$ cat config.mk
export PLATFORM = sky130hd
export DESIGN_NAME = ccv_fifo
export DESIGN_NICKNAME = d
export VERILOG_FILES = /design/src/sv/rgb_cmy_hsb_color_converter_defines.svh /design/src/sv/ccv_pkg.sv /design/src/sv/ccv_fifo.sv
export SDC_FILE = /design/constraint.sdc
export NUM_CORES = 1
export LEC_CHECK = 0
export ABC_AREA = 1
export BUFFER_PORTS_ARGS = -buffer_cell sky130_fd_sc_hd__buf_4
export CAP_MARGIN = 10
export CORE_ASPECT_RATIO = 1.2
export CORE_MARGIN = 2
export CORE_UTILIZATION = 53
export CTS_CLUSTER_DIAMETER = 60
export CTS_CLUSTER_SIZE = 12
export DETAILED_ROUTE_END_ITERATION = 10
export PLACE_DENSITY = 0.76
export REMOVE_ABC_BUFFERS = 1
export SETUP_SLACK_MARGIN = 0.1
export SYNTH_ARGS = -nofsm -noshare
export SYNTH_HDL_FRONTEND = slang
export SYNTH_SLANG_ARGS = --single-unit
$ cat constraint.sdc
create_clock -name clk_i -period 4 [get_ports clk_i]
set_input_delay 0.6 -clock clk_i [delete_from_list [all_inputs] [get_ports clk_i]]
set_output_delay 0.6 -clock clk_i [all_outputs]
set_load 0.01 [all_outputs]
$ cat src/sv/rgb_cmy_hsb_color_converter_defines.svh
// assertion helpers shared by the converter rtl
`ifndef RGB_CMY_HSB_COLOR_CONVERTER_DEFINES_SVH
`define RGB_CMY_HSB_COLOR_CONVERTER_DEFINES_SVH

// checked on every rising clock edge outside reset
`define CCV_ASSERT(name, prop) \
  name: assert property (@(posedge clk_i) disable iff (!rst_ni) prop) \
    else $error("ccv check failed");

// implication form
`define CCV_ASSERT_IF(name, cond, prop) \
  `CCV_ASSERT(name, (cond) |-> (prop))

`endif

$ cat src/sv/ccv_pkg.sv
`default_nettype none

package ccv_pkg;

  localparam int unsigned COMPONENT_BITS = 16;
  localparam int unsigned QUEUE_DEPTH    = 2;

  typedef enum logic [1:0] {
    SPACE_RGB = 2'd0,
    SPACE_CMY = 2'd1,
    SPACE_HSB = 2'd2
  } space_e;

  // register index is address bit 2
  typedef enum logic {
    REG_SOURCE = 1'b0,
    REG_TARGET = 1'b1
  } reg_e;

  typedef struct packed {
    logic   bypass;
    logic   src_hsb;
    space_e dst;
  } mode_t;

  // the spare code behaves as rgb
  function automatic space_e norm_space(input logic [1:0] code);
    space_e sp;
    unique case (code)
      SPACE_CMY: sp = SPACE_CMY;
      SPACE_HSB: sp = SPACE_HSB;
      default:   sp = SPACE_RGB;
    endcase
    return sp;
  endfunction

endpackage

`default_nettype wire

$ cat src/sv/ccv_fifo.sv
`default_nettype none

module ccv_fifo import ccv_pkg::*; #(
  parameter int unsigned WIDTH = 8,
  parameter int unsigned DEPTH = QUEUE_DEPTH
) (
  input  wire logic             clk_i,
  input  wire logic             rst_ni,
  input  wire logic             push_valid_i,
  output logic                  push_ready_o,
  input  wire logic [WIDTH-1:0] push_data_i,
  output logic                  pop_valid_o,
  input  wire logic             pop_ready_i,
  output logic [WIDTH-1:0]      pop_data_o
);

  localparam int unsigned AW = (DEPTH > 1) ? $clog2(DEPTH) : 1;
  localparam int unsigned NW = $clog2(DEPTH + 1);
  localparam logic [AW-1:0] LAST = AW'(DEPTH - 1);
  localparam logic [NW-1:0] FULL = NW'(DEPTH);

  logic [WIDTH-1:0] mem_q [DEPTH];
  logic [AW-1:0]    wr_q, rd_q;
  logic [NW-1:0]    cnt_q;
  logic             push, pop;

  assign push_ready_o = (cnt_q != FULL);
  assign pop_valid_o  = (cnt_q != '0);
  assign push         = push_valid_i && push_ready_o;
  assign pop          = pop_valid_o && pop_ready_i;
  assign pop_data_o   = mem_q[rd_q];

  always_ff @(posedge clk_i or negedge rst_ni) begin
    if (!rst_ni) begin
      wr_q  <= '0;
      rd_q  <= '0;
      cnt_q <= '0;
    end else begin
      if (push) begin
        wr_q <= (wr_q == LAST) ? '0 : wr_q + AW'(1);
      end
      if (pop) begin
        rd_q <= (rd_q == LAST) ? '0 : rd_q + AW'(1);
      end
      if (push && !pop) begin
        cnt_q <= cnt_q + NW'(1);
      end else if (pop && !push) begin
        cnt_q <= cnt_q - NW'(1);
      end
    end
  end

  always_ff @(posedge clk_i) begin
    if (push) begin
      mem_q[wr_q] <= push_data_i;
    end
  end

endmodule

`default_nettype wire

==> summary.md, run 1 <==
The run finished with clean final reports. Classification of the worst setup path: register to output port. The Yosys step of the flow raised 0 warnings. For the number of inserted diodes, the log shows 0.

After synthesis, the netlist uses 14 different library cells. Measured along the x axis, the die boundary spans 40.06 um. Across the run, the number of max-cap violations was 0. The signal on the critical path passes through inv_2 > nand2_1 > nand2_1 > buf_4. For this design, the sink count on the clock tree is 20. The routability congestion estimate from global placement was 0.6519; the height of the die was 47.27 um. The tools report the TritonCTS buffer count as 3. The number of port buffers works out to 21. After clock tree synthesis, the clock-pin slew on the worst setup and hold paths is 100 ps. The total die area was 0.001894 sq mm; the share of cells above drive strength 1 was 34.04%. The post-CTS resize count was 0. The worst-case clock skew is 6.519 ps. Dividing the detail-routed wire length by the instance count gives 12.28 um. The final-report max-slew violation count is 0, and the final critical path time including I/O delays and setup is 1899 ps. The first-pass detailed-route iteration total was 4. For this run, the total global-route usage over all layers was measured as 16.73%. The most frequent cell on the critical path was nand2_1. The worst setup path is captured at an output port. Data arrives at the worst endpoint at 1300 ps. At the end of the flow the core is filled with cells to 70.65%.

The worst-case IR drop observed on VDD is 0.3882 mV. For the pin with the worst max-slew slack, the measured transition is 673.0 ps. For the count of standard-cell rows, the log shows 15. The setup violation total in the final timing report was 0. TritonCTS built the clock tree. The first global-routing pass estimated 2014 um of wire.

For this block, the via count after detailed routing is 537. For the total detailed-routing wirelength, the log shows 1363 um. The number of buffers and inverters on the critical path is 2. For the number of antenna violations at the first check in global routing, the log shows 0. The detail route stage leaves a number of antenna-violating nets equal to 0.

The cell sitting at the root of the clock tree is a clkbuf_4. The logs give 1 for the H-tree depth and 827.0 sq um for the post-synthesis cell area. Sorting the synthesized cells by area gives the leading types as edfxtp_1 (58%), nand2_1 (14%), dfrtp_1 (12%), nand2_4 (2.7%), xor2_2 (2.0%).

The family with the most delay on the worst path was flip-flops. The HPWL reported at the end of detailed placement was 1041 um; the number of global-route vias before repair was 498. Core area: 0.001445 sq mm. The share of synthesized area occupied by flip-flops and latches came out at 70.20%. The path class of the tightest hold or removal check is input port to async pin. The logs give 0 for the post-CTS setup buffer count and 0 ps for the setup total negative slack. For the cell count after synthesis, the log shows 70. Entering global routing, the biggest net connects 12 pins. Maximum count of clock buffers along a single path: 2. Fill cells in the final layout number 111.

The logs give 0 for the DRC violation count after routing and 0.4759 nW for the static leakage power. The startpoint type of the worst setup path is a register. Synthesis inferred 20 register bits. Synthesized area per cell: 11.81 sq um.

The via count normalized by instance count came out at 4.838. Setup repair after global routing left no endpoint under its margin. Pin placement for this block handled 22 I/O pins.

Largest fanout on the critical path: 10. The final hold violation count was 0. The slowest stage of the critical path belongs to the cell dfrtp_1.

The run gives 3400 ps as the required time at the worst-slack endpoint. The initial detailed-routing violation count is 12, and the post-synthesis to final-layout area growth is 23.45%. The tools report the number of nets in the layout as 108. For the number of hold buffers added after CTS, the log shows 0. Measured against its own limit, the worst slew margin works out to 54.97%. The power density of the placed cells is 703.6 mW/mm^2, and the post-route fraction of the period consumed by the critical path is 47.47%.

The total overflow left after global routing is 0. Of the post-synthesis cell area, the dominant cell type holds 58.09%. The fmax is 526.7 MHz, and the latest clock arrival within the worst-skew pair is 290 ps.

Summed over all instances, the cell type with the most area after synthesis is edfxtp_1. The highest cell delay on the worst timing path is 550 ps. For this configuration, the core starts out at a cell density of 57.23%.
-- per-layer routing --
layer  track usage, %  vias up  part of all wire (%)
met1            18.59      248                    39
met3            3.318        2                   4.8
met2            29.68       16                    55
li1                 -      271                     -
met5                0        -                     0
met4            8.276        0                  0.73
-- report_power, final --
group | internal [mW] | leakage (nW) | switching, mW
combinational | 0.129 | 0.265 | 0.167
sequential | 0.290 | 0.196 | 0.0389
clock | 0.0387 | 0.0150 | 0.0544
-- per-stage QoR --
stage	cell area (sq um)	hold WS [ps]	instances	total power [mW]	setup WS (ps)
floorplan	815.8	304.4	69	0.5046	2604
global placement	994.7	402.3	107	0.6197	2358
detailed placement	994.7	402.5	107	0.6327	2330
CTS	1021	83.04	111	0.7236	2109
global route	1021	69.84	111	0.7722	2017
finish	1021	85.77	111	0.7183	2101
-- state kept, by name (all words and copies together) (netlist names) --
name   count
rd_q       1
cnt_q      2
wr_q       1
mem_q     16
-- final timing paths --
check	from	to	slack, ps	cells after the start
setup / recovery	rd_q$_DFFE_PN0P_	pop_data_o[0]	2100	4
hold / removal	rst_ni	wr_q$_DFFE_PN0N_	90	1
setup reg to reg	cnt_q[0]$_DFFE_PN0P_	mem_q[0][2]$_DFFE_PP_	2500	4
hold reg to reg	cnt_q[0]$_DFFE_PN0P_	cnt_q[0]$_DFFE_PN0P_	530	1
max in group asynchronous	rst_ni	cnt_q[0]$_DFFE_PN0P_	3800	1
min in group clk_i	push_data_i[0]	mem_q[1][0]$_DFFE_PP_	490	1
-- synth_stat cells (all sizes together) --
cell type  instances
nand3              2
nand4              1
nand2             34
xor2               1
nor2               2
buf                1
xnor2              1
dfrtp              4
edfxtp            16
ha                 1
inv                7
-- layout by cell type, fill, tap and decap left out, drive strengths merged --
cell type  synthesis  layout
nand3              2       2
edfxtp            16      16
xor2               1       1
clkbuf             0       4
xnor2              1       1
ha                 1       1
nand4              1       1
nor2               2       2
inv                7       7
dfrtp              4       4
buf                1      21
nand2             34      34
-- final cells by class --
cell class / instances / area (sq um) / area share [%]
Sequential cell: 20 / 580.6 / 56.86
Multi-Input combinational cell: 42 / 209.0 / 20.47
Timing Repair Buffer: 21 / 157.7 / 15.44
Clock buffer: 4 / 26.28 / 2.574
Inverter: 7 / 26.28 / 2.574
Tap cell: 17 / 21.27 / 2.083
-- cells by family after synthesis --
group / after synthesis / share of synthesized area [%]
AND/OR/NAND/NOR: 39 / 20.73
flip-flops: 20 / 70.20
buffers and inverters: 8 / 4.538
XOR/XNOR: 2 / 3.026
adder cells (fa/ha/maj): 1 / 1.513
(Power assumes the default switching activity.)
==> run 2: changes to the inputs <==
- CORE_UTILIZATION: 53 -> 49
- PLACE_DENSITY: 0.76 -> 0.71
- clock period: 4 -> 1.8 ns (I/O delays scaled with it)
==> summary.md, run 2 (synthesis gave the netlist of run 1 again) <==
The TritonCTS buffer count came out at 3 (unchanged). Largest registers in the final layout: mem_q x16, cnt_q x2 (unchanged). The clock sink count is 20 (unchanged), and the power density of the placed cells is 1649 mW/mm^2 (was 703.6 mW/mm^2). The post-layout utilization of the core is 67.50% (was 70.65%), and the routability congestion estimate from global placement is 0.7548 (was 0.6519).

Post-synthesis to final-layout area growth: 30.71% (was 23.45%). The logs give 51.64% (was 57.23%) for the starting density of the core and 111 (was 107) for the cell count after placement. The worst-case clock skew was 4.519 ps (was 6.519 ps).

The first-pass detailed-route iteration total was 4 (unchanged). The run gives 2221 um (was 2014 um) as the wire length of the first global-routing pass. The top register by number of flip-flops is mem_q (unchanged).

The number of maximum-capacitance constraint violations is 0 (unchanged), and the transition time of the tightest slew-check pin is 349.3 ps (was 673.0 ps). The number of nets in the layout was 112 (was 108); the static leakage power was 0.5086 nW (was 0.4759 nW). The classification of the worst setup path was register to output port (unchanged).

The max-slew headroom at the worst pin is 76.72% (was 54.97%), and the number of inserted diodes is 0 (unchanged). Worst path cell trace: inv_2 > nand2_1 > nand2_1 > buf_4 (unchanged). The tools report the maximum count of clock buffers along a single path as 2 (unchanged). The latest clock arrival within the worst-skew pair came out at 290 ps (about the same). In the finished design, the share of the clock period the worst path needs comes to 87.12%. The CTS root buffer is clkbuf_4 (unchanged).

The most common library cell in the layout ignoring fill and taps was nand2_1 (unchanged). The tools report the via total after detailed routing as 542 (was 537). The tools report the critical path capture point type as an output port (unchanged).

Share of cells above drive strength 1: 36.73% (was 34.04%). The tools report the top-level port count as 22 (unchanged). The number of antenna violations at the first check in global routing is 0 (unchanged), and the HPWL reported at the end of detailed placement is 1084 um (was 1041 um). TritonCTS built the clock tree. The total detailed-routing wirelength was 1400 um (was 1363 um). Path type of the worst min-delay path: input port to register (was input port to async pin). The number of port buffers is 21 (unchanged). For the setup violation total in the final timing report, the log shows 0 (unchanged). The number of flip-flops under the largest register name was 16 (unchanged); the DRC violation count after routing was 0 (unchanged).

The width of the die works out to 41.51 um (was 40.06 um). Data arrival time of the critical path: 1300 ps (about the same). The final instance area was 0.001081 sq mm (was 0.001021 sq mm); the final antenna-violating net count was 0 (unchanged). The non-filler instance count after layout was 116 (was 111).

The most frequent cell on the critical path is nand2_1 (unchanged). For the placed standard-cell area, the log shows 0.001018 sq mm (was 994.7 sq um). The logs give 0.001602 sq mm (was 0.001445 sq mm) for the core area and 154.4 ps (was 85.77 ps) for the post-route worst hold slack. Routed wirelength normalized by instance count: 12.07 um (was 12.28 um). Most frequent cells in the layout: nand2_1 (30), buf_4 (24), edfxtp_1 (16) (was nand2_1 (30), buf_4 (21), edfxtp_1 (16)). The final-layout fill cell count is 130 (was 111), and the highest cell delay on the worst timing path is 560 ps (was 550 ps).

Total track usage: 14.77% (was 16.73%). The logs give 0 ps (unchanged) for the setup total negative slack and 0 (unchanged) for the final-report max-slew violation count. The sum of overflow across all layers after global routing came out at 0 (unchanged). The via count normalized by instance count came out at 4.672 (was 4.838). The largest fanout on the critical path works out to 10 (unchanged). The clock input transition at the sequential cells of the worst setup and hold paths is 110 ps (was 100 ps). The post-CTS resize count was 0 (unchanged). The final hold violation count was 0 (unchanged); the total die area was 0.002034 sq mm (was 0.001894 sq mm).

Initial detailed-routing violation count: 13 (was 12). The height of the die came out at 49.01 um (was 47.27 um). Startpoint type of the worst setup path: a register (unchanged). The fmax came out at 637.7 MHz. The tools report the peak supply drop as 1.155 mV (was 0.3882 mV). For the required time at the worst-slack endpoint, the log shows 1530 ps (was 3400 ps). Standard cell with the maximum stage delay on the critical path: dfrtp_1 (unchanged).

The number of global-route vias before repair is 536 (was 498), and the pin count of the biggest net entering global routing is 13 (was 12). For the count of standard-cell rows, the log shows 16 (was 15). Setup repair after global routing left no endpoint under its margin. The multi-input combinational cell area is 209.0 sq um (unchanged).

The final critical path time including I/O delays and setup is 1568 ps. The register cell area after layout came out at 580.6 sq um (unchanged). The flow ran to the end, and the final reports show no timing, DRC or antenna violations. The run gives 1 (unchanged) as the H-tree depth.
==> run 2: path summary, 6_finish.rpt <==
path,startpoint,end,slack (ps),cells after the start
worst min-delay path,push_data_i[5],mem_q[1][5]$_DFFE_PP_,150,1
worst max register to register,cnt_q[0]$_DFFE_PN0P_,cnt_q[1]$_DFFE_PN0P_,420,9
min in group asynchronous,rst_ni,wr_q$_DFFE_PN0N_,290,2
worst min register to register,cnt_q[0]$_DFFE_PN0P_,cnt_q[0]$_DFFE_PN0P_,530,1
max in group asynchronous,rst_ni,rd_q$_DFFE_PN0P_,1400,2
worst max-delay path,rd_q$_DFFE_PN0P_,pop_data_o[7],230,4
==> run 2: critical path, delay by kind of cell (launching register included) <==
family                 cells  cell delay (ps)
flip-flops                 1              560
buffers and inverters      2              290
AND/OR/NAND/NOR            2              150
==> run 2: what timing repair did <==
action                                 4_1_cts  5_1_grt
setup buffers                                0        0
hold buffers                                 1        0
setup endpoints to repair                    0        0
endpoints found under the hold margin        4        0
==> run 2: metrics by stage <==
stage | total power, mW | setup slack [ps]
4_1_cts | 1.800 | 211.1
6_report | 1.782 | 231.8
5_1_grt | 1.905 | 114.0
3_5_place_dp | 1.441 | 439.2
3_3_place_gp | 1.412 | 461.6
2_1_floorplan | 1.121 | 477.1
==> run 2: metal layers <==
layer  track usage, %  up-vias  part of all wire [%]
met2            26.82       15                    56
met4            5.914        0                     0
met5                0        -                     0
met3            3.704        0                   3.9
li1                 -      283                     -
met1            16.08      244                    40
==> run 2: final cells by class <==
cell class / count / share of cell area (%)
Sequential cell: 20 / 53.70
Multi-Input combinational cell: 42 / 19.33
Timing Repair Buffer: 25 / 17.59
Clock inverter: 1 / 2.778
Inverter: 7 / 2.431
Clock buffer: 3 / 2.083
Tap cell: 18 / 2.083
==> run 2: power breakdown <==
group / leakage (nW) / switching, mW / internal [mW] / total [mW]
clock: 0.0279 / 0.131 / 0.225 / 0.356
combinational: 0.284 / 0.381 / 0.316 / 0.697
sequential: 0.196 / 0.0858 / 0.644 / 0.730
==> run 3: changes to the inputs <==
- ABC_AREA: 1 -> not set
- CORE_UTILIZATION: 49 -> 48
- PLACE_DENSITY: 0.71 -> 0.7
==> summary.md, run 3 <==
The proportion of register bits with asynchronous set or reset after synthesis came out at 20.00% (unchanged). The top register by number of flip-flops was mem_q (unchanged). The most numerous cell in the Yosys netlist is edfxtp_1 (was nand2_1). The required time at the worst-slack endpoint is 1530 ps (about the same), and the via total after detailed routing is 410 (was 542).

The number of flip-flops under the largest register name works out to 16 (unchanged). The peak supply drop was 0.7877 mV (was 1.155 mV). Starting density of the core: 49.76% (was 51.64%).

The number of port buffers was 21 (unchanged). For the HPWL reported at the end of detailed placement, the log shows 776.2 um (was 1084 um). The count of cells along the worst hold path was 1 (unchanged); the routed wirelength normalized by instance count was 12.05 um (was 12.07 um).

The post-synthesis to final-layout area growth is 27.98% (was 30.71%), and the final-report max-slew violation count is 0 (unchanged). The first-pass detailed-route iteration total was 2 (was 4). The tools report the number of inserted diodes as 0 (unchanged). The run gives 1290 ps (was 1300 ps) as the data arrival time of the critical path. The path type of the worst min-delay path is input port to register (unchanged). The run gives 0.4111 nW (was 0.5086 nW) as the static leakage power.

TritonCTS built the clock tree. The initial detailed-routing violation count came out at 6 (was 13). Biggest area contributors in the synthesized netlist: edfxtp_1 (61%), dfrtp_1 (13%), mux2_2 (11%), xnor2_1 (3.3%), xor2_1 (2.2%) (was edfxtp_1 (58%), nand2_1 (14%), dfrtp_1 (12%), nand2_4 (2.7%), xor2_2 (2.0%)). The setup slack of the most critical reg-to-reg path is 370 ps (was 420 ps), and the core area is 0.001582 sq mm (was 0.001602 sq mm). The routability congestion estimate from global placement is 0.6424 (was 0.7548), and the register cell area after layout is 581.8 sq um (was 580.6 sq um). The primary flip-flop cell chosen by synthesis mapping was edfxtp_1 (unchanged). Reg-to-reg endpoint: cnt_q[1]$_DFFE_PN0P_ (unchanged). The H-tree depth is 1 (unchanged). The width of the die works out to 40.97 um (was 41.51 um).

Post-synthesis cell area: 787.0 sq um (was 827.0 sq um). The maximum count of clock buffers along a single path came out at 2 (unchanged). The height of the die was 48.36 um (was 49.01 um). The start of the worst register-to-register path was cnt_q[0]$_DFFE_PN0P_ (unchanged).

The multi-input combinational cell area came out at 197.7 sq um (was 209.0 sq um). Cell taking the most area after synthesis: edfxtp_1 (unchanged). The total detailed-routing wirelength was 1048 um (was 1400 um); the share of cells above drive strength 1 was 53.62% (was 36.73%). The critical path capture point type was an output port (unchanged). The latest clock arrival within the worst-skew pair came out at 280 ps (was 290 ps). The CTS root buffer was clkbuf_4 (unchanged). The worst-case clock skew was 2.047 ps (was 4.519 ps); the top-level port count was 22 (unchanged).

The tools report the worst min-delay path endpoint as mem_q[1][0]$_DFFE_PP_ (was mem_q[1][5]$_DFFE_PP_). For the total track usage, the log shows 12.11% (was 14.77%). The tools report the final instance area as 0.001007 sq mm (was 0.001081 sq mm). The run finished with clean final reports.

The final antenna-violating net count is 0 (unchanged), and the number of nets in the layout is 83 (was 112). The startpoint type of the worst setup path was a register (unchanged). The number of library cell types mapped by synthesis is 14 (unchanged), and the final critical path time including I/O delays and setup is 1557 ps (was 1568 ps). The share of synthesized area occupied by flip-flops and latches came out at 73.77% (was 70.20%). Most frequent cells in the layout: buf_4 (22), edfxtp_1 (16), mux2_2 (8) (was nand2_1 (30), buf_4 (24), edfxtp_1 (16)).

The final-layout fill cell count came out at 126 (was 130). The post-synthesis register bit count is 20 (unchanged), and the power density of the placed cells is 1520 mW/mm^2 (was 1649 mW/mm^2). For the max-slew headroom at the worst pin, the log shows 74.99% (was 76.72%). The largest fanout on the critical path came out at 9 (was 10). The tools report the post-CTS setup buffer count as 0 (unchanged).

Setup violation total in the final timing report: 0 (unchanged). The DRC violation count after routing was 0 (unchanged). The synthesized area per cell was 18.30 sq um (was 11.81 sq um); the fmax was 642.1 MHz (was 637.7 MHz). The transition time of the tightest slew-check pin came out at 375.2 ps (was 349.3 ps).

The wire length of the first global-routing pass was 1607 um (was 2221 um); the sum of overflow across all layers after global routing was 0 (unchanged). Number of global-route vias before repair: 369 (was 536). The launch instance of the worst min-delay path was push_data_i[0] (was push_data_i[5]). The clock input transition at the sequential cells of the worst setup and hold paths came out at 100 ps (was 110 ps).

The via count normalized by instance count was 4.713 (was 4.672); the warning count from the yosys run was 0 (unchanged). The placed standard-cell area came out at 969.7 sq um (was 0.001018 sq mm). The setup total negative slack is 0 ps (unchanged), and the logic depth of the worst register-to-register path is 7 (was 9). The tools report the cell count after synthesis as 43 (was 70). The logs give 0.001981 sq mm (was 0.002034 sq mm) for the total die area and 20 (unchanged) for the clock sink count.

The number of maximum-capacitance constraint violations came out at 0 (unchanged). The share of the synthesized area in the top cell type is 61.05% (was 58.09%), and the number of enable flip-flop cells after synthesis is 16 (unchanged). For the TritonCTS buffer count, the log shows 3 (unchanged). Synth top cells by count: edfxtp_1 (16), mux2_2 (8), dfrtp_1 (4) (was nand2_1 (30), edfxtp_1 (16), dfrtp_1 (4), inv_1 (4), inv_2 (3)).

For the number of antenna violations at the first check in global routing, the log shows 0 (unchanged). The most common library cell in the layout ignoring fill and taps was buf_4 (was nand2_1). The count of standard-cell rows came out at 16 (unchanged).

Setup repair after global routing left no endpoint under its margin. Largest registers in the final layout: mem_q x16, cnt_q x2 (unchanged). The post-route fraction of the period consumed by the critical path came out at 86.52% (was 87.12%).

The tools report the final hold violation count as 0 (unchanged). Classification of the worst setup path: register to output port (unchanged). The run gives 12 (was 13) as the pin count of the biggest net entering global routing.
-- run 3: changes by cell type after synthesis, moves of 2 or more --
cell     before  now
xor2_1        0    2
inv_2         3    0
nand3_1       2    0
inv_1         4    1
nand2_2       2    0
mux2_2        0    8
nand2_1      30    1
xnor2_1       1    3
-- run 3: what timing repair did --
item / CTS / global route
hold buffers: 1 / 0
setup endpoints to repair: 0 / 8
resized for setup: 0 / 1
endpoints found under the hold margin: 4 / 0
-- run 3: worst max path at each step --
stage / startpoint / end / slack (ps) / depth (start not counted)
floorplan: cnt_q[0]$_DFFE_PN0P_ / mem_q[0][0]$_DFFE_PP_ / 410 / 3
global placement: cnt_q[1]$_DFFE_PN0P_ / cnt_q[1]$_DFFE_PN0P_ / 430 / 6
detailed placement: cnt_q[0]$_DFFE_PN0P_ / cnt_q[1]$_DFFE_PN0P_ / 360 / 7
CTS: rd_q$_DFFE_PN0P_ / pop_data_o[7] / 110 / 2
global route: rd_q$_DFFE_PN0P_ / pop_data_o[1] / 180 / 2
finish: rd_q$_DFFE_PN0P_ / pop_data_o[7] / 240 / 2
-- run 3: layer usage --
| metal | track usage (%) | part of all wire, % | vias up | wire (um) |
|---|---|---|---|---|
| met3 | 2.752 | 4.7 | 2 | 49 |
| li1 | - | - | 206 | - |
| met1 | 16.39 | 46 | 191 | 477 |
| met2 | 19.01 | 49 | 11 | 514 |
| met4 | 3.333 | 0.57 | 0 | 6 |
| met5 | 0 | 0 | - | 0 |
-- run 3: layout make-up --
cell class,count,area share [%]
Clock buffer,4,2.609
Inverter,1,0.3727
Multi-Input combinational cell,21,19.63
Sequential cell,20,57.76
Tap cell,18,2.236
Timing Repair Buffer,23,17.39
-- run 3: kinds of logic after synthesis --
| logic type | synth area share [%] |
|---|---|
| buffers and inverters | 1.112 |
| XOR/XNOR | 5.565 |
| adder cells (fa/ha/maj) | 1.590 |
| multiplexers | 11.45 |
| flip-flops | 73.77 |
| AND/OR/NAND/NOR | 6.518 |
-- run 3: worst max-delay path: stages (launching register included) --
cell	delay [ps]
dfrtp_2	500
mux2_2	360
buf_4	140
-- run 3: power breakdown --
part           leakage [nW]  internal (mW)  switching (mW)
sequential            0.194          0.649          0.0963
clock                0.0150         0.0858           0.118
combinational         0.202          0.342           0.240
total                 0.411           1.08           0.454
-- run 3: through the flow --
stage / std cells / worst slack [ps] / total power, mW / hold WS [ps] / util [%]
floorplan: 42 / 414.2 / 1.096 / -25.59 / -
global placement: 82 / 430.1 / 1.332 / 71.70 / 61.31
detailed placement: 82 / 364.8 / 1.342 / 72.39 / 61.31
CTS: 87 / 106.8 / 1.546 / 161.6 / 63.61
global route: 87 / 181.0 / 1.633 / 152.8 / 63.69
finish: 87 / 242.7 / 1.531 / 167.1 / 63.69
