--- config.mk ---
export PLATFORM = sky130hd
export DESIGN_NAME = ccv_front
export DESIGN_NICKNAME = d
export VERILOG_FILES = /design/src/sv/rgb_cmy_hsb_color_converter_defines.svh /design/src/sv/ccv_pkg.sv /design/src/sv/ccv_front.sv
export SDC_FILE = /design/constraint.sdc
export NUM_CORES = 1
export LEC_CHECK = 0
export BUFFER_PORTS_ARGS = -buffer_cell sky130_fd_sc_hd__buf_4
export CORE_UTILIZATION = 50
export CTS_CLUSTER_DIAMETER = 50
export DETAILED_ROUTE_END_ITERATION = 8
export PLACE_DENSITY = 0.93
export RECOVER_POWER = 50
export REMOVE_ABC_BUFFERS = 1
export SKIP_CTS_REPAIR_TIMING = 1
export SYNTH_ARGS = -nofsm -noshare
export SYNTH_HDL_FRONTEND = slang
export SYNTH_SLANG_ARGS = --single-unit
export TNS_END_PERCENT = 5
--- constraint.sdc ---
create_clock -name clk_i -period 3.32 [get_ports clk_i]
set_clock_uncertainty 0.2 [all_clocks]
set_input_delay 0.166 -clock clk_i [delete_from_list [all_inputs] [get_ports clk_i]]
set_output_delay 0.166 -clock clk_i [all_outputs]
set_load 0.01 [all_outputs]
--- src/sv/rgb_cmy_hsb_color_converter_defines.svh ---
// assertion helpers shared by the converter rtl
`ifndef RGB_CMY_HSB_COLOR_CONVERTER_DEFINES_SVH
`define RGB_CMY_HSB_COLOR_CONVERTER_DEFINES_SVH

// checked on every rising clock edge outside reset
`define CCV_ASSERT(name, prop) \
  name: assert property (@(posedge clk_i) disable iff (!rst_ni) prop) \
    else $error("ccv check failed");

// implication form
`define CCV_ASSERT_IF(name, cond, prop) \
  `CCV_ASSERT(name, (cond) |-> (prop))

`endif

--- src/sv/ccv_pkg.sv ---
`default_nettype none

package ccv_pkg;

  localparam int unsigned COMPONENT_BITS = 16;
  localparam int unsigned QUEUE_DEPTH    = 2;

  typedef enum logic [1:0] {
    SPACE_RGB = 2'd0,
    SPACE_CMY = 2'd1,
    SPACE_HSB = 2'd2
  } space_e;

  // register index is address bit 2
  typedef enum logic {
    REG_SOURCE = 1'b0,
    REG_TARGET = 1'b1
  } reg_e;

  typedef struct packed {
    logic   bypass;
    logic   src_hsb;
    space_e dst;
  } mode_t;

  // the spare code behaves as rgb
  function automatic space_e norm_space(input logic [1:0] code);
    space_e sp;
    unique case (code)
      SPACE_CMY: sp = SPACE_CMY;
      SPACE_HSB: sp = SPACE_HSB;
      default:   sp = SPACE_RGB;
    endcase
    return sp;
  endfunction

endpackage

`default_nettype wire

--- src/sv/ccv_front.sv ---
`default_nettype none

module ccv_front import ccv_pkg::*; #(
  parameter int unsigned CW = COMPONENT_BITS
) (
  input  wire logic          clk_i,
  input  wire logic          rst_ni,
  input  wire logic          in_valid_i,
  output logic               in_ready_o,
  input  wire logic [CW-1:0] a_i,
  input  wire logic [CW-1:0] b_i,
  input  wire logic [CW-1:0] c_i,
  input  wire logic [1:0]    source_i,
  input  wire logic [1:0]    target_i,
  output logic               out_valid_o,
  input  wire logic          out_ready_i,
  output mode_t              mode_o,
  output logic [CW-1:0]      a_o,
  output logic [CW-1:0]      b_o,
  output logic [CW-1:0]      c_o
);

  space_e        src, dst;
  mode_t         mode_d, mode_q;
  logic [CW-1:0] a_d, b_d, c_d, a_q, b_q, c_q;
  logic          valid_d, valid_q;

  always_comb begin
    src            = norm_space(source_i);
    dst            = norm_space(target_i);
    mode_d.bypass  = (src == dst);
    mode_d.src_hsb = (src == SPACE_HSB);
    mode_d.dst     = dst;
    // cmy enters the back end already as rgb unless the beat is a bypass
    if (src == SPACE_CMY && !mode_d.bypass) begin
      a_d = ~a_i;
      b_d = ~b_i;
      c_d = ~c_i;
    end else begin
      a_d = a_i;
      b_d = b_i;
      c_d = c_i;
    end
  end

  assign in_ready_o = !valid_q || out_ready_i;

  always_comb begin
    valid_d = valid_q;
    if (in_valid_i && in_ready_o) begin
      valid_d = 1'b1;
    end else if (out_ready_i) begin
      valid_d = 1'b0;
    end
  end

  always_ff @(posedge clk_i or negedge rst_ni) begin
    if (!rst_ni) begin
      valid_q <= 1'b0;
    end else begin
      valid_q <= valid_d;
    end
  end

  always_ff @(posedge clk_i) begin
    if (in_valid_i && in_ready_o) begin
      mode_q <= mode_d;
      a_q    <= a_d;
      b_q    <= b_d;
      c_q    <= c_d;
    end
  end

  assign out_valid_o = valid_q;
  assign mode_o      = mode_q;
  assign a_o         = a_q;
  assign b_o         = b_q;
  assign c_o         = c_q;

endmodule

`default_nettype wire

==> summary.md, run 1 <==
| Metric | Value |
|---|---|
| Gr ovfl total | `0` |
| Syn Inst Count | `120` |
| Peak supply drop | `0.2942 mV` |
| CTS tree | `yes` |
| Largest cells by area after synthesis | `edfxtp_1 67%, xnor2_2 14%, xnor2_1 10%, buf_12 2.6%, nand2b_4 1.8%` |
| Critical path, cell by cell | `dlygate4sd3_1 > clkbuf_4 > nand2b_1 > nand2b_4 > xnor2_1` |
| Clock insertion delay at the later pin of the skew report | `0.29 ns` |
| Crit path time final | `2.127 ns` |
| Initial DRC count | `100` |
| Worst path slowest cell | `nand2b_4` |
| Crit Path Category | `input pin to flip-flop` |
| Sequential-to-total area share from yosys stat | `0.6774` |
| Placed Instance Area | `0.003148 mm2` |
| Avg Inst Size Synth | `19.52 um2` |
| Global-route wire length before repair | `6520 um` |
| Row count | `24` |
| Crit path max fanout | `48` |
| Nets@finish | `339` |
| Number of global-route vias before repair | `1260` |
| Drt pass-1 iters | `4` |
| GPL Wtd Cong | `0.6451` |
| Die height | `70.45 um` |
| Max Root-Sink Buffers | `2` |
| Core area | `0.004414 mm2` |
| FF+latch count, synth | `53` |
| Layout cells sized above 1 | `0.3004` |
| Commonest cells after routing, fill and taps aside | `55 x clkbuf_1, 52 x edfxtp_1, 52 x dlygate4sd3_1, 52 x buf_4, 28 x xnor2_1` |
| Antenna violations before repair | `0` |
| Die W | `70.45 um` |
| Slew headroom | `0.3374` |
| Area grow syn2layout | `51.92%` |
| Wirelength per Cell | `17.31 um` |
| Setup TNS | `0 ns` |
| # diodes | `0` |
| Data arrival, critical path | `2.03 ns` |
| Failing checks | `negative hold slack` |
| DP Cell Count | `276` |
| CTS Root Cell | `clkbuf_8` |
| CP peak stage delay | `0.55 ns` |
| Max Fclk | `0.4702 GHz` |
| Vias post-DR | `1593` |
| Yosys top cell area share | `0.6667` |
| Worst path required time | `3.22 ns` |
| Cell family with most CP delay | `simple AND/OR/NAND/NOR gates` |
| Leakage | `1.416 nW` |
| Fin. Hold Viols | `2` |
| Max Cap Violations | `0` |
| Worst slew pin tran | `0.9939 ns` |
| Hold slack | `-0.004923 ns` |
| Vias per inst | `4.755` |
| Routed Wire Length | `5800 um` |
| TritonCTS buffer count | `5` |
| Layout Cells excl Fill | `335` |
| DIE AREA | `0.004963 mm2` |
| DR DRC count | `0` |
| Clock Sinks | `53` |
| Filler cells | `270` |
| Leading cell type in the layout, fill and taps excluded | `clkbuf_1` |
| I/O pins | `110` |
| Yosys cell types | `13` |
| Status | `finished, violations left` |
| Synth Cell Area | `0.002342 mm2` |
| PortBufs | `109` |
| Register clock-pin slew on the reported worst setup and hold paths | `0.08 ns` |
| Synth warn | `0` |
| Largest net degree at the start of global routing | `49` |
| Routed Antenna Nets | `0` |
| Setup crit end kind | `flip-flop` |
| Post-route cell area | `0.003558 mm2` |
| Cell taking the most area after synthesis | `edfxtp_1` |
| Crit path buffers/inverters | `2` |
| GRT Resource Usage Total | `0.1799` |
| Starting Density | `0.5306` |
| # setup viols final | `0` |
| Final Slew Violations | `0` |
| Hold Path Class | `input pin to flip-flop` |
| Final Util | `0.8061` |
| Critical Path Source Type | `input pin` |
| RSZ-0062 raised after global routing | `false` |
| Crit share post-route | `0.6406` |
| PD cells | `428.3 mW/mm2` |
| Htree depth | `2` |
==> final cells by class <==
cell class / count / area [um2] / share of cell area
clock inverters: 2 / 35.03 / 0.009845
well taps: 52 / 65.06 / 0.01828
multi-input cells: 58 / 651.9 / 0.1832
repair buffers: 162 / 1140 / 0.3203
flip-flops and latches: 53 / 1587 / 0.4459
clock buffers: 5 / 68.82 / 0.01934
inverters: 3 / 11.26 / 0.003165
==> layer usage <==
metal / global-route usage / up-vias / share of wire
met1: 0.2130 / 762 / 0.37
met2: 0.3037 / 81 / 0.54
met5: 0 / - / 0
li1: - / 737 / -
met3: 0.05916 / 13 / 0.064
met4: 0.06667 / 0 / 0.031
==> cells by family after synthesis <==
family	share of synthesized area
flops	0.6773
xor+xnor	0.2436
simple gates	0.03366
buf+inv	0.04167
compound gates	0.003740
==> worst register-to-register path, cell delays in order (launching register included) <==
cell and delay, ns:
dfrtp_1 0.40, nand2b_1 0.13, and2_2 0.53, buf_4 0.46
==> metrics by stage <==
step	power (mW)	hold slack, ns	worst slack (ns)
detailed placement	1.100	-0.2574	1.290
CTS	1.505	-0.5820	1.276
global route	1.579	0.01630	1.102
floorplan	0.9505	-0.3296	0.8674
global placement	1.088	-0.2583	1.394
finish	1.524	-0.004923	1.193
==> worst paths after layout <==
path | start | endpoint | slack (ns) | cells past startpoint
max | target_i[0] | b_o[1] | 1.19 | 5
min | target_i[1] | mode_o[1] | -0.005 | 3
max reg2reg | out_valid_o | b_o[1] | 1.26 | 3
min reg2reg | out_valid_o | out_valid_o | 0.40 | 2
max in group asynchronous | rst_ni | out_valid_o | 2.28 | 3
min in group asynchronous | rst_ni | out_valid_o | 0.54 | 3
==> cells in the mapped netlist <==
cell	n
o221ai_1	1
buf_4	2
and2_1	1
edfxtp_1	52
xnor2_1	28
inv_1	3
nand4_1	1
xnor2_2	20
buf_6	1
nand2b_1	4
dfrtp_1	1
nand2b_4	3
buf_12	3
==> state kept, by name, summed over array words and instances (netlist names) <==
name,count
b_o,16
c_o,16
a_o,16
out_valid_o,1
mode_o,4
==> where the power goes <==
group	leakage (nW)	total, mW	switching, mW	internal, mW
clock	0.0540	0.419	0.200	0.219
sequential	0.507	0.816	0.0160	0.800
combinational	0.855	0.289	0.133	0.156
Note: power is estimated with default switching activity, not from simulation.
==> inputs of run 2 (changes only) <==
--- a/config.mk
+++ b/config.mk
@@ -5,11 +5,12 @@
 export SDC_FILE = /design/constraint.sdc
 export NUM_CORES = 1
 export LEC_CHECK = 0
+export ABC_AREA = 1
 export BUFFER_PORTS_ARGS = -buffer_cell sky130_fd_sc_hd__buf_4
-export CORE_UTILIZATION = 50
+export CORE_UTILIZATION = 47
 export CTS_CLUSTER_DIAMETER = 50
 export DETAILED_ROUTE_END_ITERATION = 8
-export PLACE_DENSITY = 0.93
+export PLACE_DENSITY = 0.88
 export RECOVER_POWER = 50
 export REMOVE_ABC_BUFFERS = 1
 export SKIP_CTS_REPAIR_TIMING = 1
==> constraint.sdc (replaced) <==
create_clock -name clk_i -period 2.2 [get_ports clk_i]
set_clock_uncertainty 0.2 [all_clocks]
set_input_delay 0.11 -clock clk_i [delete_from_list [all_inputs] [get_ports clk_i]]
set_output_delay 0.11 -clock clk_i [all_outputs]
set_load 0.01 [all_outputs]
==> run 2 against run 1 <==
Effect of this change:
- the run now ends clean
- utilization fell by 5.6 points
- cell area rose by 7.7%
- global-route usage rose by 0.74 points
- hold slack improved by 0.016 ns
- non-clock buffer count rose by 5
- count of clock-buffer cells in the layout did not move
- register-to-register slack got worse by 0.82 ns
- via count rose by 48%
- combinational power rose by 44%
- worst setup slack got worse by 0.91 ns
- critical path type unchanged
==> summary.md, run 2 <==
| Metric | Value |
|---|---|
| Status | `complete, no violations` |
| Antenna violations before repair | `0 (unchanged)` |
| Gr ovfl total | `0 (unchanged)` |
| Clock insertion delay at the later pin of the skew report | `0.30 ns (about the same)` |
| Max Root-Sink Buffers | `2 (unchanged)` |
| Crit path max fanout | `29 (-40%)` |
| Core area | `0.005107 mm2 (+16%)` |
| Most used cell along the critical path | `nand2_1` |
| Main combinational cell family by area after synthesis | `simple AND/OR/NAND/NOR gates` |
| Synth Cell Area | `0.002489 mm2 (+6.3%)` |
| Sw frac | `0.2290 (about the same)` |
| Final Slew Violations | `0 (unchanged)` |
| Global-route wire length before repair | `7831 um (+20%)` |
| Drt pass-1 iters | `4 (unchanged)` |
| Slew headroom | `0.5396 (+0.2022)` |
| R2R Setup Slk | `0.44 ns (-0.82 ns)` |
| Vias per inst | `4.575 (-3.8%)` |
| Layout Cells excl Fill | `515 (+54%)` |
| Setup crit end kind | `flip-flop` |
| DIE AREA | `0.005590 mm2 (+13%)` |
| EDFF count, synth | `52 (unchanged)` |
| CTS Root Cell | `clkbuf_8` |
| Most used DFF post-synth | `edfxtp_1` |
| Crit Path Category | `input pin to flip-flop` |
| Cell with the most instances after synthesis | `nand2_1` |
| P_int | `1.843 mW (+57%)` |
| # setup viols final | `0 (unchanged)` |
| Critical path, cell by cell | `dlygate4sd3_1 > clkbuf_1 > inv_1 > nand2_1 > nand3_2 > buf_4 > nand2_1 > nand2_1` |
| Initial DRC count | `114 (+14%)` |
| Setup TNS | `0 ns (unchanged)` |
| Crit path time final | `1.919 ns` |
| Clock Sinks | `53 (unchanged)` |
| Worst path slowest cell | `dlygate4sd3_1` |
| I/O pins | `110 (unchanged)` |
| PortBufs | `109 (unchanged)` |
| Wirelength per Cell | `12.34 um (-29%)` |
| Die W | `74.77 um (+6.1%)` |
| Filler cells | `396 (+47%)` |
| Syn Inst Count | `280 (+130%)` |
| Hold Path Class | `input pin to flip-flop` |
| Vias post-DR | `2356 (+48%)` |
| Commonest cells after routing, fill and taps aside | `155 x nand2_1, 57 x inv_1, 55 x buf_4, 55 x clkbuf_1, 54 x dlygate4sd3_1` |
| Worst path required time | `2.06 ns (-1.16 ns)` |
| Simple-gate share of the synthesized area | `0.2408 (+0.2072)` |
| Layout cells sized above 1 | `0.1551 (-0.1453)` |
| Area grow syn2layout | `53.95%` |
| TritonCTS buffer count | `5 (unchanged)` |
| RSZ-0062 raised after global routing | `false` |
| Gate power share | `0.174 (-0.016)` |
| CTS tree | `yes` |
| Area share of fa/ha/maj cells after synthesis | `0 (unchanged)` |
| Synth Area in Compound Gates | `0.002011 (-0.001728)` |
| # diodes | `0 (unchanged)` |
| Routed Wire Length | `6357 um (+9.6%)` |
| Mux cell area share after synthesis | `0 (unchanged)` |
| Placed Instance Area | `0.003378 mm2 (+7.3%)` |
| Routed Antenna Nets | `0 (unchanged)` |
| Max Cap Violations | `0 (unchanged)` |
| DR DRC count | `0 (unchanged)` |
| Cell taking the most area after synthesis | `edfxtp_1` |
| Die height | `74.77 um (+6.1%)` |
| Largest net degree at the start of global routing | `53 (+8.2%)` |
| Data arrival, critical path | `1.78 ns (-0.25 ns)` |
| Htree depth | `2 (unchanged)` |
| Post-route cell area | `0.003831 mm2 (+7.7%)` |
| Sw power | `0.5474 mW (+57%)` |
| Number of global-route vias before repair | `1903 (+51%)` |
| GRT Resource Usage Total | `0.1872 (+0.007373)` |
| Leakage | `1.912 nW (+35%)` |
| FF+latch area | `0.001587 mm2 (unchanged)` |
| Register clock-pin slew on the reported worst setup and hold paths | `0.09 ns (about the same)` |
| DP Cell Count | `453 (+64%)` |
| Synth warn | `0 (unchanged)` |
| Max Fclk | `0.5211 GHz` |
| GPL Wtd Cong | `0.7318 (+13%)` |
| Nets@finish | `500 (+47%)` |
| Leading cell type in the layout, fill and taps excluded | `nand2_1` |
| Peak supply drop | `0.4926 mV (+67%)` |
| Clk network pwr share | `0.318 (+0.043)` |
| Sequential-to-total area share from yosys stat | `0.6375 (-0.03984)` |
| Multi-input combinational cell area | `623.1 um2 (-4.4%)` |
| CP peak stage delay | `0.52 ns (-0.03 ns)` |
| Yosys cell types | `11 (-2)` |
| Worst slew pin tran | `0.6907 ns (-0.3033 ns)` |
| Most common library cells after synthesis | `155 x nand2_1, 57 x inv_1, 52 x edfxtp_1` |
| XOR/XNOR Fraction of Synth Area | `0 (-0.2436)` |
| Yosys top cell area share | `0.6275 (-0.03922)` |
| Sequential share of power | `0.508 (-0.027)` |
| Largest cells by area after synthesis | `edfxtp_1 63%, nand2_1 23%, inv_1 8.6%, buf_6 1.8%, dfrtp_1 1.0%` |
| Fin. Hold Viols | `0 (-2)` |
| Detailed placement HPWL | `3804 um` |
| Crit share post-route | `0.8723` |
| FF+latch count, synth | `53 (unchanged)` |
| PD cells | `624.0 mW/mm2 (+46%)` |
| Avg Inst Size Synth | `8.888 um2 (-54%)` |
| Starting Density | `0.4873 (-0.04335)` |
| Ys async rst share | `0.01887 (unchanged)` |
| Row count | `26 (+8.3%)` |
| Critical Path Source Type | `input pin` |
[run 2: cell type report]
class,count,share of cell area
tap,70,0.02286
sequential,53,0.4141
clock inverter,3,0.01698
clock buffer,5,0.01796
inverter,58,0.05683
multi-input combinational,159,0.1626
timing repair buffer,167,0.3086
[run 2: worst max-delay path: cells and delay by family]
family                 cells  cell delay, ns
AND/OR/NAND/NOR            4            0.56
buffers and inverters      4            1.09
[run 2: path summary, 6_finish.rpt]
path	from	depth (start not counted)	endpoint
worst max-delay path	target_i[1]	8	c_o[2]
worst min register to register	out_valid_o	3	out_valid_o
worst max register to register	out_valid_o	2	a_o[4]
min in group asynchronous	rst_ni	3	out_valid_o
worst min-delay path	source_i[0]	4	mode_o[2]
max in group asynchronous	rst_ni	3	out_valid_o
[run 2: power by group through the flow]
stage | Clock (mW) | Sequential (mW) | Combinational [mW]
2_1_floorplan | 0 | 1.28 | 0.125
3_3_place_gp | 0 | 1.23 | 0.370
3_5_place_dp | 0 | 1.24 | 0.386
4_1_cts | 0.772 | 1.21 | 0.386
5_1_grt | 0.800 | 1.22 | 0.462
6_report | 0.761 | 1.21 | 0.415
[run 2: layer usage]
metal / wire length (um) / up-vias / track usage / part of all wire
li1: - / 1157 / - / -
met1: 2260 / 1083 / 0.1920 / 0.36
met2: 3488 / 98 / 0.3624 / 0.55
met3: 407 / 18 / 0.05087 / 0.064
met4: 200 / 0 / 0.06499 / 0.031
met5: 0 / - / 0 / 0
[run 2: cells by family (layout without fill, tap and decap cells)]
| logic type | count (synthesis) | count (layout) |
|---|---|---|
| buffers and inverters | 68 | 233 |
| flip-flops | 53 | 53 |
| AO/OA/AOI/OAI | 1 | 1 |
| AND/OR/NAND/NOR | 158 | 158 |
[run 2: stage by stage]
step | setup WS, ns | hold WS [ns] | util | total power, mW
after floorplan | -1.473 | -0.3856 | - | 1.400
after global placement | 0.5989 | -0.3144 | 0.6614 | 1.605
after detailed placement | 0.5463 | -0.3122 | 0.6614 | 1.623
after CTS | 0.7617 | -0.6405 | 0.6877 | 2.373
after global routing | 0.1217 | 0.01657 | 0.7501 | 2.482
final | 0.2810 | 0.01129 | 0.7501 | 2.391
==> inputs of run 3 (changes only) <==
--- a/config.mk
+++ b/config.mk
@@ -5,12 +5,12 @@
 export SDC_FILE = /design/constraint.sdc
 export NUM_CORES = 1
 export LEC_CHECK = 0
-export ABC_AREA = 1
 export BUFFER_PORTS_ARGS = -buffer_cell sky130_fd_sc_hd__buf_4
-export CORE_UTILIZATION = 47
+export CORE_UTILIZATION = 48
+export CTS_BUF_LIST = sky130_fd_sc_hd__clkbuf_4
 export CTS_CLUSTER_DIAMETER = 50
 export DETAILED_ROUTE_END_ITERATION = 8
-export PLACE_DENSITY = 0.88
+export PLACE_DENSITY = 0.9
 export RECOVER_POWER = 50
 export REMOVE_ABC_BUFFERS = 1
 export SKIP_CTS_REPAIR_TIMING = 1
==> run 3 against run 2 <==
Effect of this change:
- the run now ends with negative hold slack left
- utilization rose by 1.8 points
- global-route usage fell by 2.1 points
- sequential power barely moved
- fmax rose by 4.1%
- non-clock buffer count rose by 2
- clock power fell by 28%
- largest power group unchanged
- highest routed layer unchanged
==> summary.md, run 3 (synthesis gave the netlist of run 1 again) <==
| Metric | Value |
|---|---|
| Status | `finished, violations left` |
| Failing checks | `negative hold slack` |
| FF+latch area | `0.001587 mm2 (unchanged)` |
| Max Cap Violations | `0 (unchanged)` |
| Starting Density | `0.4959 (+0.008633)` |
| Placed Instance Area | `0.003194 mm2 (-5.4%)` |
| DR DRC count | `0 (unchanged)` |
| Sw power | `0.5220 mW (-4.6%)` |
| GPL Wtd Cong | `0.6607 (-9.7%)` |
| GR Util met2 | `0.2904 (-0.07201)` |
| Routed Antenna Nets | `0 (unchanged)` |
| Worst slew pin tran | `0.7025 ns (+0.01181 ns)` |
| Vias post-DR | `1625 (-31%)` |
| Commonest cells after routing, fill and taps aside | `57 x dlygate4sd3_1, 55 x buf_4, 55 x clkbuf_1` |
| R2R Setup Slk | `0.36 ns (-0.08 ns)` |
| WHS Path Cells | `3 (-1)` |
| PortBufs | `109 (unchanged)` |
| Critical Path Source Type | `flip-flop` |
| Nets@finish | `346 (-31%)` |
| Design Power | `2.228 mW (-6.8%)` |
| Multi-input combinational cell area | `659.4 um2 (+5.8%)` |
| Hold Path Class | `input pin to flip-flop` |
| Sw frac | `0.2343 (+0.005371)` |
| Reg2reg end | `a_o[9]` |
| Crit Path Category | `flip-flop to flip-flop` |
| Number of global-route vias before repair | `1306 (-31%)` |
| Sequential share of power | `0.553 (+0.045)` |
| Gr ovfl total | `0 (unchanged)` |
| Clk network pwr share | `0.245 (-0.073)` |
| Slew headroom | `0.5317 (-0.007873)` |
| Drt pass-1 iters | `4 (unchanged)` |
| Clock Sinks | `53 (unchanged)` |
| CTS tree | `yes` |
| Global-route wire length before repair | `6382 um (-19%)` |
| Leading cell type in the layout, fill and taps excluded | `dlygate4sd3_1` |
| Detailed placement HPWL | `3218 um (-15%)` |
| Post-route cell area | `0.003630 mm2 (-5.3%)` |
| DP Worst Slack | `0.6537 ns (+0.1074 ns)` |
| Die W | `71.86 um (-3.9%)` |
| Layout cells sized above 1 | `0.3058 (+0.1508)` |
| P_int | `1.706 mW (-7.5%)` |
| Hold slack | `-0.01642 ns (-0.02771 ns)` |
| Critical R2R Launch | `out_valid_o` |
| # setup viols final | `0 (unchanged)` |
| Max Fclk | `0.5426 GHz (+4.1%)` |
| Crit path time final | `1.843 ns (-0.07603 ns)` |
| Htree depth | `2 (unchanged)` |
| PD cells | `613.7 mW/mm2 (-1.6%)` |
| Die height | `71.86 um (-3.9%)` |
| Leakage | `1.440 nW (-25%)` |
| Max Root-Sink Buffers | `2 (unchanged)` |
| Row count | `25 (-3.8%)` |
| Antenna violations before repair | `0 (unchanged)` |
| Hold path endpoint | `mode_o[3]` |
| Gr busiest metal | `met2` |
| Data arrival, critical path | `1.63 ns (-0.15 ns)` |
| Fin. Hold Viols | `1 (+1)` |
| Vias per inst | `4.539 (-0.78%)` |
| Crit share post-route | `0.8377 (-0.03456)` |
| Clock insertion delay at the later pin of the skew report | `0.34 ns (+0.04 ns)` |
| Wirelength per Cell | `16.72 um (+35%)` |
| Hold Startpoint | `source_i[0]` |
| DIE AREA | `0.005163 mm2 (-7.6%)` |
| Met3 GRT Util | `0.02813 (-0.02274)` |
| CTS Root Cell | `clkbuf_4` |
| Final Slew Violations | `0 (unchanged)` |
| # diodes | `0 (unchanged)` |
| Setup TNS | `0 ns (unchanged)` |
| I/O pins | `110 (unchanged)` |
| Filler cells | `315 (-20%)` |
| Worst path required time | `1.99 ns (-0.07 ns)` |
| Setup crit end kind | `flip-flop` |
| Gate power share | `0.202 (+0.028)` |
| Largest net degree at the start of global routing | `53 (unchanged)` |
| Core area | `0.004723 mm2 (-7.5%)` |
| RSZ-0062 raised after global routing | `false` |
| Routed Wire Length | `5985 um (-5.9%)` |
| GRT Resource Usage Total | `0.1667 (-0.02051)` |
| Peak supply drop | `0.5279 mV (+7.2%)` |
| Fin worst setup slack | `0.3570 ns (+0.07603 ns)` |
| Area grow syn2layout | `54.97%` |
| Crit path max fanout | `52 (+79%)` |
| TritonCTS buffer count | `5 (unchanged)` |
| Initial DRC count | `107 (-6.1%)` |
| R2R cell count | `3 (+1)` |
| Grt met1 use | `0.2055 (+0.01351)` |
| Register clock-pin slew on the reported worst setup and hold paths | `0.14 ns (+0.05 ns)` |
[run 3: critical path: stages, from the launching register on]
cell and delay (ns):
dfrtp_1 0.41, nand2b_1 0.13, and2_2 0.16, clkbuf_4 0.59
[run 3: layout make-up]
| type | count | area share |
|---|---|---|
| Clock buffer | 6 | 0.01241 |
| Multi-Input combinational cell | 58 | 0.1817 |
| Sequential cell | 53 | 0.4371 |
| Timing Repair Buffer | 169 | 0.3320 |
| Inverter | 3 | 0.003102 |
| Tap cell | 67 | 0.02310 |
| Clock inverter | 2 | 0.01069 |
[run 3: metal layers]
| layer | part of all wire | wire [um] | vias to the layer above |
|---|---|---|---|
| met4 | 0.016 | 93 | 0 |
| met3 | 0.062 | 369 | 8 |
| li1 | - | - | 758 |
| met2 | 0.53 | 3195 | 86 |
| met5 | 0 | 0 | - |
| met1 | 0.39 | 2328 | 773 |
[run 3: worst max-delay path by stage]
| stage | end | slack, ns | startpoint |
|---|---|---|---|
| 2_1_floorplan | a_o[0] | -0.25 | out_valid_o |
| 3_3_place_gp | c_o[11] | 0.72 | target_i[1] |
| 3_5_place_dp | b_o[5] | 0.65 | target_i[1] |
| 4_1_cts | c_o[4] | 0.73 | out_valid_o |
| 5_1_grt | a_o[9] | 0.31 | out_valid_o |
| 6_report | a_o[9] | 0.36 | out_valid_o |
[run 3: through the flow]
stage | util | std cells
2_1_floorplan | - | 114
3_3_place_gp | 0.6763 | 293
3_5_place_dp | 0.6763 | 293
4_1_cts | 0.6940 | 301
5_1_grt | 0.7685 | 358
6_report | 0.7685 | 358
[run 3: power groups by stage]
stage | Combinational (mW) | Clock (mW) | Sequential, mW
after global routing | 0.479 | 0.596 | 1.24
final | 0.450 | 0.547 | 1.23
after global placement | 0.402 | 0 | 1.25
after floorplan | 0.146 | 0 | 1.29
after detailed placement | 0.412 | 0 | 1.25
after CTS | 0.414 | 0.552 | 1.23
